===== src/sv/sfcv_pkg.sv =====
`timescale 1ns / 1ps

package sfcv_pkg;

    localparam int FRAC_BITS = 16;
    localparam int VEC_N     = 3;
    localparam int VEC_W     = 32;
    localparam int OPND_W    = VEC_W + 1;
    localparam int PROD_W    = 2 * VEC_W;
    localparam int ACC_W     = PROD_W + 2;
    localparam int COEF_W    = 31;
    localparam int DT_W      = 17;
    localparam int CFG_IDX_W = 2;
    localparam int ROOT_W    = VEC_W;
    localparam int RAD_W     = 2 * ROOT_W;
    localparam int ROOT_CNT_W = $clog2(ROOT_W);
    localparam int QUO_W     = FRAC_BITS + 1;
    localparam int DIVD_W    = VEC_W + FRAC_BITS;
    localparam int DIV_CNT_W = $clog2(QUO_W);

    typedef logic signed [VEC_W-1:0]  t_vec;
    typedef logic signed [OPND_W-1:0] t_opnd;
    typedef logic signed [PROD_W-1:0] t_prod;
    typedef logic signed [ACC_W-1:0]  t_acc;

    typedef struct packed {
        logic mul_en;
        logic div_start;
    } t_lane_cmd;

    function automatic t_acc ext_vec(input t_vec v);
        return t_acc'(v);
    endfunction

    function automatic t_acc ext_prod(input t_prod p);
        return t_acc'(p);
    endfunction

    function automatic t_opnd opnd_of(input t_vec v);
        return t_opnd'(v);
    endfunction

    function automatic t_vec sat_vec(input t_acc x);
        logic [ACC_W-VEC_W:0] top;
        top = x[ACC_W-1:VEC_W-1];
        if (top == '0 || top == '1) begin
            return x[VEC_W-1:0];
        end
        if (x[ACC_W-1]) begin
            return {1'b1, {(VEC_W-1){1'b0}}};
        end
        return {1'b0, {(VEC_W-1){1'b1}}};
    endfunction

endpackage


===== src/sv/sfcv_lane.sv =====
`timescale 1ns / 1ps

module sfcv_lane (
    input  logic                          i_clk,
    input  logic                          i_rst_n,
    input  sfcv_pkg::t_lane_cmd           i_cmd,
    input  sfcv_pkg::t_opnd               i_mul_a,
    input  sfcv_pkg::t_opnd               i_mul_b,
    output sfcv_pkg::t_prod               o_prod,
    input  sfcv_pkg::t_vec                i_num,
    input  logic [sfcv_pkg::ROOT_W-1:0]   i_len,
    output sfcv_pkg::t_vec                o_quo,
    output logic                          o_busy
);

    logic signed [2*sfcv_pkg::OPND_W-1:0] full_prod;
    sfcv_pkg::t_prod                      r_prod;
    logic [sfcv_pkg::VEC_W-1:0]           mag;
    logic [sfcv_pkg::DIVD_W-1:0]          r_rem;
    logic [sfcv_pkg::DIVD_W-1:0]          r_den;
    logic [sfcv_pkg::QUO_W-1:0]           r_q;
    logic                                 r_neg;
    logic                                 r_busy;
    logic [sfcv_pkg::DIV_CNT_W-1:0]       r_cnt;

    assign full_prod = i_mul_a * i_mul_b;
    assign mag = i_num[sfcv_pkg::VEC_W-1] ? sfcv_pkg::VEC_W'(-i_num) : i_num;

    always_ff @(posedge i_clk) begin
        if (i_cmd.mul_en) begin
            r_prod <= full_prod[sfcv_pkg::PROD_W-1:0];
        end
    end

    always_ff @(posedge i_clk) begin
        if (!i_rst_n) begin
            r_busy <= 1'b0;
            r_cnt  <= '0;
        end else if (i_cmd.div_start) begin
            r_busy <= 1'b1;
            r_cnt  <= sfcv_pkg::DIV_CNT_W'(sfcv_pkg::QUO_W - 1);
        end else if (r_busy) begin
            if (r_cnt == '0) begin
                r_busy <= 1'b0;
            end else begin
                r_cnt <= r_cnt - 1'b1;
            end
        end
    end

    always_ff @(posedge i_clk) begin
        if (i_cmd.div_start) begin
            r_rem <= {mag, {sfcv_pkg::FRAC_BITS{1'b0}}};
            r_den <= {i_len, {sfcv_pkg::FRAC_BITS{1'b0}}};
            r_neg <= i_num[sfcv_pkg::VEC_W-1];
            r_q   <= '0;
        end else if (r_busy) begin
            if (r_rem >= r_den) begin
                r_rem <= r_rem - r_den;
                r_q   <= {r_q[sfcv_pkg::QUO_W-2:0], 1'b1};
            end else begin
                r_q   <= {r_q[sfcv_pkg::QUO_W-2:0], 1'b0};
            end
            r_den <= r_den >> 1;
        end
    end

    assign o_prod = r_prod;
    assign o_quo  = r_neg ? -sfcv_pkg::t_vec'(r_q) : sfcv_pkg::t_vec'(r_q);
    assign o_busy = r_busy;

endmodule


===== config.mk =====
export PLATFORM = sky130hd
export DESIGN_NAME = sfcv_lane
export DESIGN_NICKNAME = d
export VERILOG_FILES = /design/src/sv/sfcv_pkg.sv /design/src/sv/sfcv_lane.sv
export SDC_FILE = /design/constraint.sdc
export NUM_CORES = 2
export LEC_CHECK = 0
export ABC_AREA = 0
export BUFFER_PORTS_ARGS = -buffer_cell sky130_fd_sc_hd__buf_2
export CORE_MARGIN = 2
export CORE_UTILIZATION = 59
export CTS_BUF_LIST = sky130_fd_sc_hd__clkbuf_16
export CTS_CLUSTER_SIZE = 20
export DETAILED_ROUTE_END_ITERATION = 12
export GPL_TIMING_DRIVEN = 0
export PLACE_DENSITY = 0.82
export REMOVE_ABC_BUFFERS = 1
export SLEW_MARGIN = 5
export SYNTH_ARGS = -nofsm -noshare
export SYNTH_HDL_FRONTEND = slang
export SYNTH_SLANG_ARGS = --single-unit

===== constraint.sdc =====
create_clock -name i_clk -period 9.1 [get_ports i_clk]
set_input_delay 1.365 -clock i_clk [delete_from_list [all_inputs] [get_ports i_clk]]
set_output_delay 1.365 -clock i_clk [all_outputs]
set_load 0.02 [all_outputs]

==> results.py <==
metrics = {
    "timing": {
        "finalCritPeriodShare_pct": 97.9,
        "fmax_mhz": 112,
        "drv_slew": 0,
        "relSlewSlack_pct": 28.9,
        "hold_viol_final": 0,
        "finalSetupViolations": 0,
        "rsz0062_at_grt": "true",
        "period_needed_ns": 8.91,
        "tightest_slew_ns": 1.06,
        "tns_ns": 0,
        "fin_skew_ns": 0.0280,
    },
    "floorplan": {
        "fp.coreArea_sq_mm": 0.0820,
        "chipHeight_um": 292,
        "die_area_sq_mm": 0.0850,
        "die_w_um": 292,
        "fp-row-count": 105,
        "start_util_pct": 59.5,
        "num_io_pins": 231,
    },
    "grt": {
        "grt_max_degree": 128,
        "overflow": 0,
        "grt_pass1_vias": 38400,
        "grt_pass1_wl_mm": 198,
        "grt_antenna_before_repair": 3,
        "track_usage_pct": 29.6,
    },
    "worst_setup_path": {
        "crit_top_cell": "fa_1",
        "crit_buf_inv": 7,
        "path_delay_family": "adder cells",
        "endpoint_kind": "register",
        "cpMaxStageDelayCell": "buf_2",
        "slowest_delay_ns": 0.65,
        "crit_fanout": 33,
        "rr_startpoint": "r_den[25]",
        "crit_type": "in -> reg",
        "start_kind": "primary input",
        "reg2reg_depth": 10,
        "required_ns": 9.39,
        "startpoint": "i_mul_a[4]",
        "ff2ff_setup_slack_ns": 4.21,
        "reg2reg_to": "r_rem[41]",
        "crit_arrival_ns": 9.19,
    },
    "worst_hold_path": {
        "hold_path_startpoint": "r_rem[5]",
        "hold_path_class": "reg -> reg",
        "min_to": "r_rem[5]",
        "hold_path_depth": 2,
    },
    "cells_and_area": {
        "nNetsFinal": 6732,
        "n_fill_cell": 6584,
        "multi_input_area_sq_mm": 0.0385,
        "drive_gt1_share_pct": 6.03,
        "final_common_cell": "inv_1",
        "seq_area_sq_mm": 0.00498,
        "areaGrowthSynthToFinish_pct": 5.35,
        "final_cell_mix": "inv_1 (1199), fa_1 (1124), nand2_1 (676)",
    },
    "cts": {
        "numCtsBuffers": 17,
        "cts_sinks": 184,
        "clock-root-buffer": "clkbuf_16",
        "tritoncts": "built",
        "hold_buffers": 0,
        "clk_pin_slew_ns": 0.09,
        "clk_latency_ns": 0.53,
        "h-tree-depth": 4,
        "cts_max_path_buffers": 2,
    },
    "placed_design": {
        "hpwl_mm": 90.5,
        "routabilityCongestion": 0.915,
        "io_buffers": 230,
    },
    "synthesis": {
        "syn_avg_cell_area_sq_um": 9.35,
        "async_flop_share_pct": 0,
        "ys_warn_count": 0,
        "ys_seq_elements": 184,
        "yosys.cell_types.count": 72,
        "syn_inst": 5213,
        "ys_seq_area_share_pct": 10.2,
        "netlist_area_sq_mm": 0.0488,
        "synth_edf_count": 129,
        "ys.flop_type": "edfxtp_1",
    },
    "drt": {
        "dr.pass1.iters": 6,
        "wl_per_cell_um": 19.0,
        "vias": 35800,
        "drc_errors": 0,
        "drt-initial-drc-count": 2489,
        "routed_wl_mm": 119,
        "final_antenna_net_count": 0,
        "vias_per_cell": 5.69,
    },
    "run_status": {
        "status": "complete, no violations",
    },
    "flow_run": {
        "maxCapViolCount": 0,
    },
}
## registers in the layout, summed over array words and instances, names as in the netlist
signal and cells:
o_busy 1, o_prod 64, r_cnt 5, r_den 48, r_neg 1, r_q 17
r_rem 48
## cells by family (layout without fill, tap and decap cells)
group,Yosys count,count (layout),synth area share (%)
buffers and inverters,1465,1473,11.3
adders and majority gates,1390,1390,53.0
muxes,33,33,0.680
AOI/OAI and AO/OA,489,489,6.77
xor gates and xnor gates,160,160,2.87
other,0,2,0
and+or+nand+nor,1492,1492,15.2
DFF,184,184,10.2
## through the flow
stage	std cells	utilization [%]	setup WS, ns	hold WS [ns]	instance area (sq um)
CTS	6285	62.4	0.0216	0.461	51200
detailed placement	6252	61.4	-1.95	0.450	50400
global placement	6248	61.3	-2.14	0.443	50300
finish	6293	62.7	0.194	0.461	51400
floorplan	4948	-	0.464	0.430	47800
global route	6291	62.7	-0.0400	0.494	51400
## repair_timing
item                                    4_1_cts  5_1_grt
gates resized for setup                      40       53
setup buffers                                 1        6
hold endpoints to repair                      0        0
pin swaps                                     1        5
endpoints found under the setup margin       12       12
## routing by layer
metal / wire length, um / vias to the layer above / part of all wire (%) / GRT usage [%]
met5: 0 / - / 0 / 0
met4: 4860 / 0 / 4.1 / 12.8
met3: 9480 / 274 / 7.9 / 4.61
met2: 58500 / 1647 / 49 / 49.0
met1: 46500 / 18300 / 39 / 38.9
li1: - / 15600 / - / -
## how the worst max path moves through the flow
| stage | endpoint | slack, ns | cells past startpoint |
|---|---|---|---|
| floorplan | o_prod[62] | 0.46 | 22 |
| global placement | o_prod[62] | -2.14 | 23 |
| detailed placement | o_prod[62] | -1.95 | 24 |
| CTS | o_prod[62] | 0.02 | 27 |
| global route | o_prod[62] | -0.04 | 28 |
| finish | o_prod[62] | 0.19 | 26 |
## cells in the mapped netlist, types with 4 or more instances
cell type  number  area (sq um)
a221oi_1        8          70.1
a21o_1         61           458
a22o_1         18           158
nor2b_1        35           219
xor2_1         50           438
buf_1           8          30.0
o31ai_1        57           428
and4_1          4          35.0
o22ai_1         6          37.5
dfxtp_1        55          1100
a21boi_0        6          45.0
inv_1        1199          4500
nand4_1        19           119
nor4_1          5          31.3
o41ai_1        10          87.6
clkbuf_1      253           950
xnor2_1       110           963
and2_1        543          3400
or2_2           6          37.5
nor3_1         15          75.1
o21ai_0        76           380
a21oi_1       119           596
ha_1          264          3300
nand2_1       676          2540
nand2b_1       19           119
fa_1         1126         22500
o31a_1          4          35.0
or3_1          11          68.8
edfxtp_1      129          3870
nor2_1         92           345
o21a_1         27           203
o211ai_1       11          82.6
nand3_1        34           170
and3_1         13          81.3
or4_1           9          67.6
a211oi_1       22           165
mux2i_1        32           320
a31oi_1        10          62.6
o21bai_1       16           120
## worst register-to-register path, cell delays in order, from the launching register on
cell      delay (ns)
edfxtp_1        0.37
inv_1           0.10
ha_1            0.31
a211oi_1        0.34
o21ai_0         0.16
a221oi_1        0.44
o22ai_1         0.16
nor3_1          0.46
a2111o_1        0.40
and2_1          0.87
nand2b_2        0.77
## final cells by class
type / instances / share of cell area (%)
sequential: 184 / 9.69
clock inverter: 15 / 0.429
inverter: 1200 / 8.77
timing repair buffer: 241 / 2.82
multi-input combinational: 3564 / 74.9
clock buffer: 17 / 0.828
antenna: 2 / 0.00974
tap: 1070 / 2.61
Power is left out: the tool's default activity adds up to more than one toggle a clock period on the data nets, which glitch-free logic cannot reach.
