===== src/sv/sfcv_pkg.sv =====
`timescale 1ns / 1ps

package sfcv_pkg;

    localparam int FRAC_BITS = 16;
    localparam int VEC_N     = 3;
    localparam int VEC_W     = 32;
    localparam int OPND_W    = VEC_W + 1;
    localparam int PROD_W    = 2 * VEC_W;
    localparam int ACC_W     = PROD_W + 2;
    localparam int COEF_W    = 31;
    localparam int DT_W      = 17;
    localparam int CFG_IDX_W = 2;
    localparam int ROOT_W    = VEC_W;
    localparam int RAD_W     = 2 * ROOT_W;
    localparam int ROOT_CNT_W = $clog2(ROOT_W);
    localparam int QUO_W     = FRAC_BITS + 1;
    localparam int DIVD_W    = VEC_W + FRAC_BITS;
    localparam int DIV_CNT_W = $clog2(QUO_W);

    typedef logic signed [VEC_W-1:0]  t_vec;
    typedef logic signed [OPND_W-1:0] t_opnd;
    typedef logic signed [PROD_W-1:0] t_prod;
    typedef logic signed [ACC_W-1:0]  t_acc;

    typedef struct packed {
        logic mul_en;
        logic div_start;
    } t_lane_cmd;

    function automatic t_acc ext_vec(input t_vec v);
        return t_acc'(v);
    endfunction

    function automatic t_acc ext_prod(input t_prod p);
        return t_acc'(p);
    endfunction

    function automatic t_opnd opnd_of(input t_vec v);
        return t_opnd'(v);
    endfunction

    function automatic t_vec sat_vec(input t_acc x);
        logic [ACC_W-VEC_W:0] top;
        top = x[ACC_W-1:VEC_W-1];
        if (top == '0 || top == '1) begin
            return x[VEC_W-1:0];
        end
        if (x[ACC_W-1]) begin
            return {1'b1, {(VEC_W-1){1'b0}}};
        end
        return {1'b0, {(VEC_W-1){1'b1}}};
    endfunction

endpackage


===== src/sv/sfcv_isqrt.sv =====
`timescale 1ns / 1ps

module sfcv_isqrt (
    input  logic                          i_clk,
    input  logic                          i_rst_n,
    input  logic                          i_start,
    input  logic [sfcv_pkg::RAD_W-1:0]    i_radicand,
    output logic                          o_busy,
    output logic [sfcv_pkg::ROOT_W-1:0]   o_root
);

    logic [sfcv_pkg::RAD_W-1:0]      r_n;
    logic [sfcv_pkg::RAD_W-1:0]      r_r;
    logic [sfcv_pkg::RAD_W-1:0]      r_bit;
    logic [sfcv_pkg::RAD_W:0]        trial;
    logic                            r_busy;
    logic [sfcv_pkg::ROOT_CNT_W-1:0] r_cnt;

    assign trial = {1'b0, r_r} + {1'b0, r_bit};

    always_ff @(posedge i_clk) begin
        if (!i_rst_n) begin
            r_busy <= 1'b0;
            r_cnt  <= '0;
        end else if (i_start) begin
            r_busy <= 1'b1;
            r_cnt  <= sfcv_pkg::ROOT_CNT_W'(sfcv_pkg::ROOT_W - 1);
        end else if (r_busy) begin
            if (r_cnt == '0) begin
                r_busy <= 1'b0;
            end else begin
                r_cnt <= r_cnt - 1'b1;
            end
        end
    end

    always_ff @(posedge i_clk) begin
        if (i_start) begin
            r_n   <= i_radicand;
            r_r   <= '0;
            r_bit <= sfcv_pkg::RAD_W'(1) << (sfcv_pkg::RAD_W - 2);
        end else if (r_busy) begin
            if ({1'b0, r_n} >= trial) begin
                r_n <= r_n - trial[sfcv_pkg::RAD_W-1:0];
                r_r <= (r_r >> 1) + r_bit;
            end else begin
                r_r <= r_r >> 1;
            end
            r_bit <= r_bit >> 2;
        end
    end

    assign o_busy = r_busy;
    assign o_root = r_r[sfcv_pkg::ROOT_W-1:0];

endmodule


===== config.mk =====
export PLATFORM = sky130hd
export DESIGN_NAME = sfcv_isqrt
export DESIGN_NICKNAME = d
export VERILOG_FILES = /design/src/sv/sfcv_pkg.sv /design/src/sv/sfcv_isqrt.sv
export SDC_FILE = /design/constraint.sdc
export NUM_CORES = 1
export LEC_CHECK = 0
export BUFFER_PORTS_ARGS = -buffer_cell sky130_fd_sc_hd__buf_2
export CORE_ASPECT_RATIO = 0.6
export CORE_MARGIN = 1.5
export CORE_UTILIZATION = 57
export DETAILED_ROUTE_END_ITERATION = 7
export PLACE_DENSITY_LB_ADDON = 0.05
export SETUP_SLACK_MARGIN = 0.05
export SLEW_MARGIN = 0
export SYNTH_ARGS = -nofsm -noshare
export SYNTH_HDL_FRONTEND = slang
export SYNTH_SLANG_ARGS = --single-unit

===== constraint.sdc =====
create_clock -name i_clk -period 10.3 [get_ports i_clk]
set_clock_uncertainty 0.2 [all_clocks]
set_input_delay 1.03 -clock i_clk [delete_from_list [all_inputs] [get_ports i_clk]]
set_output_delay 1.03 -clock i_clk [all_outputs]
set_load 0.01 [all_outputs]

==> out/qor.yml, run 1 <==
logic_synthesis:
  syn_avg_cell_area_um2: 7.96
  yosysUniqueCellTypes: 79
  synth-seq-cells: 166
  syn_inst: 1907
  yosysWarnings: 0
  synthesis.nets: 2107
  yosysSeqAreaShare_pct: 26.1
  synth_top_cells_by_area: "dfxtp_1, edfxtp_1, ha_1, o21ai_0, nand2_1"
  yosys_most_used_dff: "dfxtp_1"
  syn_area_um2: 15200
  yosysTopAreaCellShare_pct: 13.4
  synth_async_sr_flop_share_pct: 0
  synth.most_common_cell: "nand2_1"
  synth_area_leader_cell: "dfxtp_1"
  synth_commonest_cells: "nand2_1, o21ai_0, nor2_1"
  synth_edf_count: 64
timing:
  clock.fmax_mhz: 126
  worst_slew_pin_slew_ps: 949
  tns_ps: 0
  fin_crit_ps: 7960
  rsz0062_at_grt: "no"
  slew-limit-headroom_pct: 36.7
  final_min_period_over_clock_period_pct: 77.3
  hold_violations: 0
  setup_viol: 0
  finalMaxSlewViolations: 0
drt:
  drc_errors: 0
  drt_first_iter_violations: 1566
  drt-met1-wl_mm: 23.3
  routed_wl_mm: 45.1
  drt-pass1-iter-count: 6
  wire_per_inst_um: 19.8
  wl_met2_mm: 17.5
  via_count: 14616
  dr_wl_met3_mm: 3.83
  via_per_inst: 6.43
  ant_nets: 0
  top_layer: "met4"
worst_setup_path:
  crit_arrival_ps: 7850
  crit_path_end_kind: "flip-flop"
  required_ps: 10180
  path_class: "reg2reg"
  path_max_fanout: 54
  start_kind: "flip-flop"
finish:
  area_delta_synth_final_pct: 6.48
  register_area_um2: 3970
  drive_above_1_share_pct: 9.82
  multiInputGateArea_um2: 10400
  instances_no_fill: 2274
  antennaDiodeCount: 0
  finalNetCount: 2101
  final.fill_count: 2398
pwr:
  seqPwrFrac_pct: 28.4
  powerDensity_nw_per_um2: 208
  max-vdd-ir-drop_uv: 150
  power.clock.fraction_pct: 20.0
  swShare_pct: 43.8
  p_sw_uw: 1470
  p_int_uw: 1890
  p_leak_uw: 0.00628
  finalPower_uw: 3360
  power_frac_comb_pct: 51.5
cts:
  cts.clk_slew.worst_paths_ps: 70
  cts_tree: "yes"
  cts.path.max_buffers: 2
  clock_latency_ps: 460
  postCtsHoldBufs: 0
  cts_root_buffer: "clkbuf_16"
  htree_levels: 4
  cts_setup_buffers: 0
  cts.sinks: 166
  cts_buffers: 17
  cts_resized: 0
floorplan:
  dieArea_um2: 27700
  dieWidth_um: 214
  ios: 100
  core_region_area_um2: 26300
  rows: 46
  start_util_pct: 57.7
  die_h_um: 129
global_routing:
  overflow: 0
  grt_pass1_vias: 12584
  grt_usage_pct: 32.6
  grt_max_degree: 85
  grt_pass1_wl_mm: 70.5
  antenna_found_initial: 0
placement:
  port_buffers: 99
  gp_congestion: 0.936
  dpl.cell_count: 2242
  hpwl_mm: 33.8
run_status:
  status: "complete, no violations"
worst_hold_path:
  hold_path_class: "reg2reg"
run:
  max_cap_violations: 0
[path summary, 6_finish.rpt]
path | startpoint | end | slack [ps] | cells after the start
min | r_r[0]$_SDFFE_PP0P_ | r_r[0]$_SDFFE_PP0P_ | 300 | 2
max reg2reg | r_r[2]$_SDFFE_PP0P_ | r_n[39]$_DFFE_PP_ | 2340 | 21
max | r_r[2]$_SDFFE_PP0P_ | r_n[39]$_DFFE_PP_ | 2340 | 21
min reg2reg | r_r[0]$_SDFFE_PP0P_ | r_r[0]$_SDFFE_PP0P_ | 300 | 2
[critical path: stages (launching register included)]
cell,delay (ps)
dfxtp_1,440
ha_1,320
a31oi_4,210
o21bai_2,100
a31oi_2,370
o41ai_2,170
a2111oi_2,530
o21bai_1,220
a21oi_2,330
a211oi_1,140
a311oi_1,390
o21ai_0,160
xnor2_1,170
ha_1,470
nand2_1,120
or4_1,530
o21ai_1,480
o211ai_1,260
a31oi_4,480
o21ai_4,310
o21ai_4,410
buf_4,650
[stage by stage]
| step | instance area, um2 | util, % | hold slack, ps | worst slack (ps) |
|---|---|---|---|---|
| after global placement | 15600 | 59.2 | 298 | 2730 |
| final | 16200 | 61.5 | 304 | 2340 |
| after floorplan | 15200 | - | 278 | 1570 |
| after CTS | 16200 | 61.5 | 306 | 2430 |
| after detailed placement | 15600 | 59.2 | 297 | 2460 |
| after global routing | 16200 | 61.5 | 339 | 1880 |
[final cells by class]
| cell class | instances | share of cell area, % |
|---|---|---|
| Timing Repair Buffer | 109 | 3.57 |
| Tap cell | 360 | 2.79 |
| Multi-Input combinational cell | 1550 | 64.1 |
| Clock inverter | 7 | 0.557 |
| Inverter | 57 | 1.32 |
| Clock buffer | 25 | 3.14 |
| Sequential cell | 166 | 24.5 |
[routing by layer]
| metal | global-route usage [%] | up-vias |
|---|---|---|
| li1 | - | 7064 |
| met1 | 53.1 | 6886 |
| met2 | 43.9 | 628 |
| met3 | 5.60 | 38 |
| met4 | 5.59 | 0 |
| met5 | 0 | - |
[state kept, by name (all words and copies together), names as in the netlist]
signal	flops
o_busy	1
r_n	64
r_r	64
r_cnt	5
r_bit	32
[cells by family (layout without fill, tap and decap cells)]
logic type	after synthesis	count (layout)	synth area share, %
compound gates	646	646	27.9
simple gates	585	585	18.0
buf+inv	191	198	5.73
flops	166	166	26.1
xor+xnor	134	134	7.73
fa+ha+maj	133	133	11.0
mux	52	52	3.48
[power groups by stage]
stage	registers, uW	logic [uW]	clock network (uW)
final	956	1730	674
after global routing	967	1900	704
after CTS	951	1690	680
after detailed placement	960	1680	0
after global placement	964	1670	0
after floorplan	911	1310	0
[placed cells by master (no fill, tap or decap), types with 7 or more instances in the layout]
cell type / count
a211oi_1: 26
a21boi_0: 18
a21o_1: 39
a21oi_1: 144
a221oi_1: 9
a311oi_1: 33
a31o_2: 17
a31oi_1: 54
and2_1: 16
and3_1: 18
buf_2: 98
buf_4: 10
clkbuf_16: 19
dfxtp_1: 101
edfxtp_1: 64
ha_1: 132
inv_1: 57
mux2_2: 7
mux2i_1: 45
nand2_1: 197
nand2b_1: 19
nand3_1: 40
nand4_1: 41
nor2_1: 155
nor2b_1: 15
nor3_1: 23
nor4_1: 11
o211ai_1: 12
o21a_1: 17
o21ai_0: 158
o21bai_1: 27
o31ai_1: 19
or2_2: 7
or3_1: 23
or4_1: 8
xnor2_1: 73
xor2_1: 61
Note: power is estimated with default switching activity, not from simulation.
==> run 2, diff against run 1 <==
==> constraint.sdc (replaced) <==
create_clock -name i_clk -period 6.35 [get_ports i_clk]
set_clock_uncertainty 0.2 [all_clocks]
set_input_delay 0.635 -clock i_clk [delete_from_list [all_inputs] [get_ports i_clk]]
set_output_delay 0.635 -clock i_clk [all_outputs]
set_load 0.01 [all_outputs]
==> out/qor.yml, run 2 (synthesis gave the netlist of run 1 again) <==
run_status:
  status: "complete, no violations"  # unchanged
finish:
  layout_common_cells: "nand2_1, nor2_1, o21ai_0"  # was nand2_1, o21ai_0, nor2_1
  top_regs: "r_n: 64 flops, r_r: 64 flops, r_bit: 32 flops"  # unchanged
  area_delta_synth_final_pct: 11.6  # was 6.48%
  antennaDiodeCount: 0  # unchanged
  drive_above_1_share_pct: 14.3  # was 9.82%
  final_area_um2: 16900  # was 16200 um2
  final.fill_count: 2369  # was 2398
  finalNetCount: 2153  # was 2101
  final_common_cell: "nand2_1"  # unchanged
drt:
  drt_first_iter_violations: 1437  # was 1566
  wire_per_inst_um: 20.1  # was 19.8 um
  routed_wl_mm: 46.7  # was 45.1 mm
  via_count: 14783  # was 14.6k
  drc_errors: 0  # unchanged
  ant_nets: 0  # unchanged
  drt-pass1-iter-count: 7  # was 6
  via_per_inst: 6.36  # was 6.43
floorplan:
  core_region_area_um2: 26300  # unchanged
  dieWidth_um: 214  # unchanged
  start_util_pct: 57.7  # unchanged
  ios: 100  # unchanged
  dieArea_um2: 27700  # unchanged
  rows: 46  # unchanged
  die_h_um: 129  # unchanged
placement:
  dp_slack_ps: -24.9  # was 2460 ps
  hpwl_mm: 35.4  # was 33.8 mm
  port_buffers: 99  # unchanged
  placed_area_um2: 16100  # was 15600 um2
  gp_congestion: 0.987  # was 0.936
worst_setup_path:
  path_class: "reg2reg"  # unchanged
  crit_arrival_ps: 6340  # was 7850 ps
  start_kind: "flip-flop"  # unchanged
  crit_path_end_kind: "flip-flop"  # unchanged
  path_max_fanout: 27  # was 54
  critPathLaunch: "r_r[2]$_SDFFE_PP0P_"  # unchanged
  regToRegStartpoint: "r_r[2]$_SDFFE_PP0P_"  # unchanged
  required_ps: 6530  # was 10180 ps
timing:
  clock.fmax_mhz: 162  # was 126 MHz
  setup_ws_ps: 189  # was 2340 ps
  setup_viol: 0  # unchanged
  fin_hold_ws_ps: 241  # was 304 ps
  hold_violations: 0  # unchanged
  worst_slew_pin_slew_ps: 934  # was 949 ps
  tns_ps: 0  # unchanged
  rsz0062_at_grt: "yes"  # was no
  slew-limit-headroom_pct: 37.7  # was 36.7%
  fin_crit_ps: 6160  # was 7960 ps
  final_min_period_over_clock_period_pct: 97.0  # was 77.3%
  finalMaxSlewViolations: 0  # unchanged
global_routing:
  grt_pass1_wl_mm: 71.3  # was 70.5 mm
  grt_max_degree: 91  # was 85
  grt_usage_pct: 33.4  # was 32.6%
  grt_pass1_vias: 12783  # was 12.6k
  overflow: 0  # unchanged
  antenna_found_initial: 0  # unchanged
cts:
  cts_tree: "yes"  # unchanged
  cts_buffers: 17  # unchanged
  cts.clk_slew.worst_paths_ps: 70  # about the same
  htree_levels: 4  # unchanged
  cts.path.max_buffers: 2  # unchanged
  postCtsHoldBufs: 0  # unchanged
  clock_latency_ps: 470  # was 460 ps
  cts.sinks: 166  # unchanged
  cts_root_buffer: "clkbuf_16"  # unchanged
pwr:
  p_leak_uw: 0.00662  # was 0.00628 uW
  max-vdd-ir-drop_uv: 230  # was 150 uV
  powerDensity_nw_per_um2: 337  # was 208 nW/um2
worst_hold_path:
  min_from: "i_radicand[60]"  # was r_r[0]$_SDFFE_PP0P_
  hold_path_class: "in2reg"  # was reg2reg
run:
  max_cap_violations: 0  # unchanged
==> run 2: cell count changes in the layout (fill, tap and decap cells not counted), moves of 3 or more <==
cell	before	now
a21oi_2	3	6
dfxtp_1	101	94
clkbuf_1	5	1
buf_12	0	4
a31oi_1	54	51
dfxtp_2	0	5
ha_1	132	121
buf_4	10	56
o21ai_0	158	155
clkinv_1	0	3
ha_4	0	9
a21oi_1	144	140
==> run 2: metrics by stage <==
stage,power [uW],util (%),instances
6_report,5710,64.4,2326
2_1_floorplan,3640,-,1907
3_3_place_gp,4430,61.4,2292
4_1_cts,5580,63.7,2325
5_1_grt,6040,64.4,2326
3_5_place_dp,4450,61.4,2292
==> run 2: worst paths after layout <==
| check | slack (ps) | cells after the start | to |
|---|---|---|---|
| setup / recovery | 190 | 23 | r_r[52]$_SDFFE_PP0P_ |
| setup reg to reg | 190 | 23 | r_r[52]$_SDFFE_PP0P_ |
| hold reg to reg | 340 | 1 | r_bit[62]$_SDFFE_PP1P_ |
| hold / removal | 240 | 3 | r_n[60]$_DFFE_PP_ |
==> run 2: worst max-delay path, cell delays in order, from the launching register on <==
cell	delay (ps)
dfxtp_4	380
ha_4	260
a31oi_4	210
o21bai_4	100
a31oi_4	230
o41ai_4	130
a2111oi_4	450
o21bai_2	150
a21oi_2	270
buf_4	170
a21oi_2	80
a221o_2	460
a41oi_1	260
xor2_1	130
ha_2	430
nand3_4	90
nor2_1	110
nand4_1	160
or4_4	470
a31oi_4	220
o21ai_4	140
buf_12	230
or4_1	520
a211oi_1	200
==> run 2: cell type report <==
class                           instances  area (um2)  share of cell area, %
Tap cell                              360         450                   2.66
Sequential cell                       166        3980                   23.5
Clock inverter                         12         120                  0.709
Timing Repair Buffer                  161        1030                   6.07
Inverter                               57         214                   1.26
Clock buffer                           20         479                   2.83
Multi-Input combinational cell       1550       10700                   63.0
==> run 2: metal layers <==
| metal | track usage (%) | part of all wire, % | vias to the layer above |
|---|---|---|---|
| met5 | 0 | 0 | - |
| met4 | 8.91 | 1.7 | 0 |
| met1 | 52.4 | 50 | 6895 |
| met3 | 6.71 | 9.2 | 59 |
| li1 | - | - | 7186 |
| met2 | 45.2 | 40 | 643 |
==> run 2: timing repair <==
action,in CTS,in global routing
setup endpoints to repair,29,136
pin swaps,1,8
buffers inserted,1,1
gates resized for setup,3,34
hold endpoints to repair,0,0
==> run 2: power breakdown <==
group,leakage [uW],internal (uW),switching (uW)
registers,0.00148,1370,163
logic,0.00484,1220,1850
clock network,0.000293,623,486
total,0.00662,3220,2500
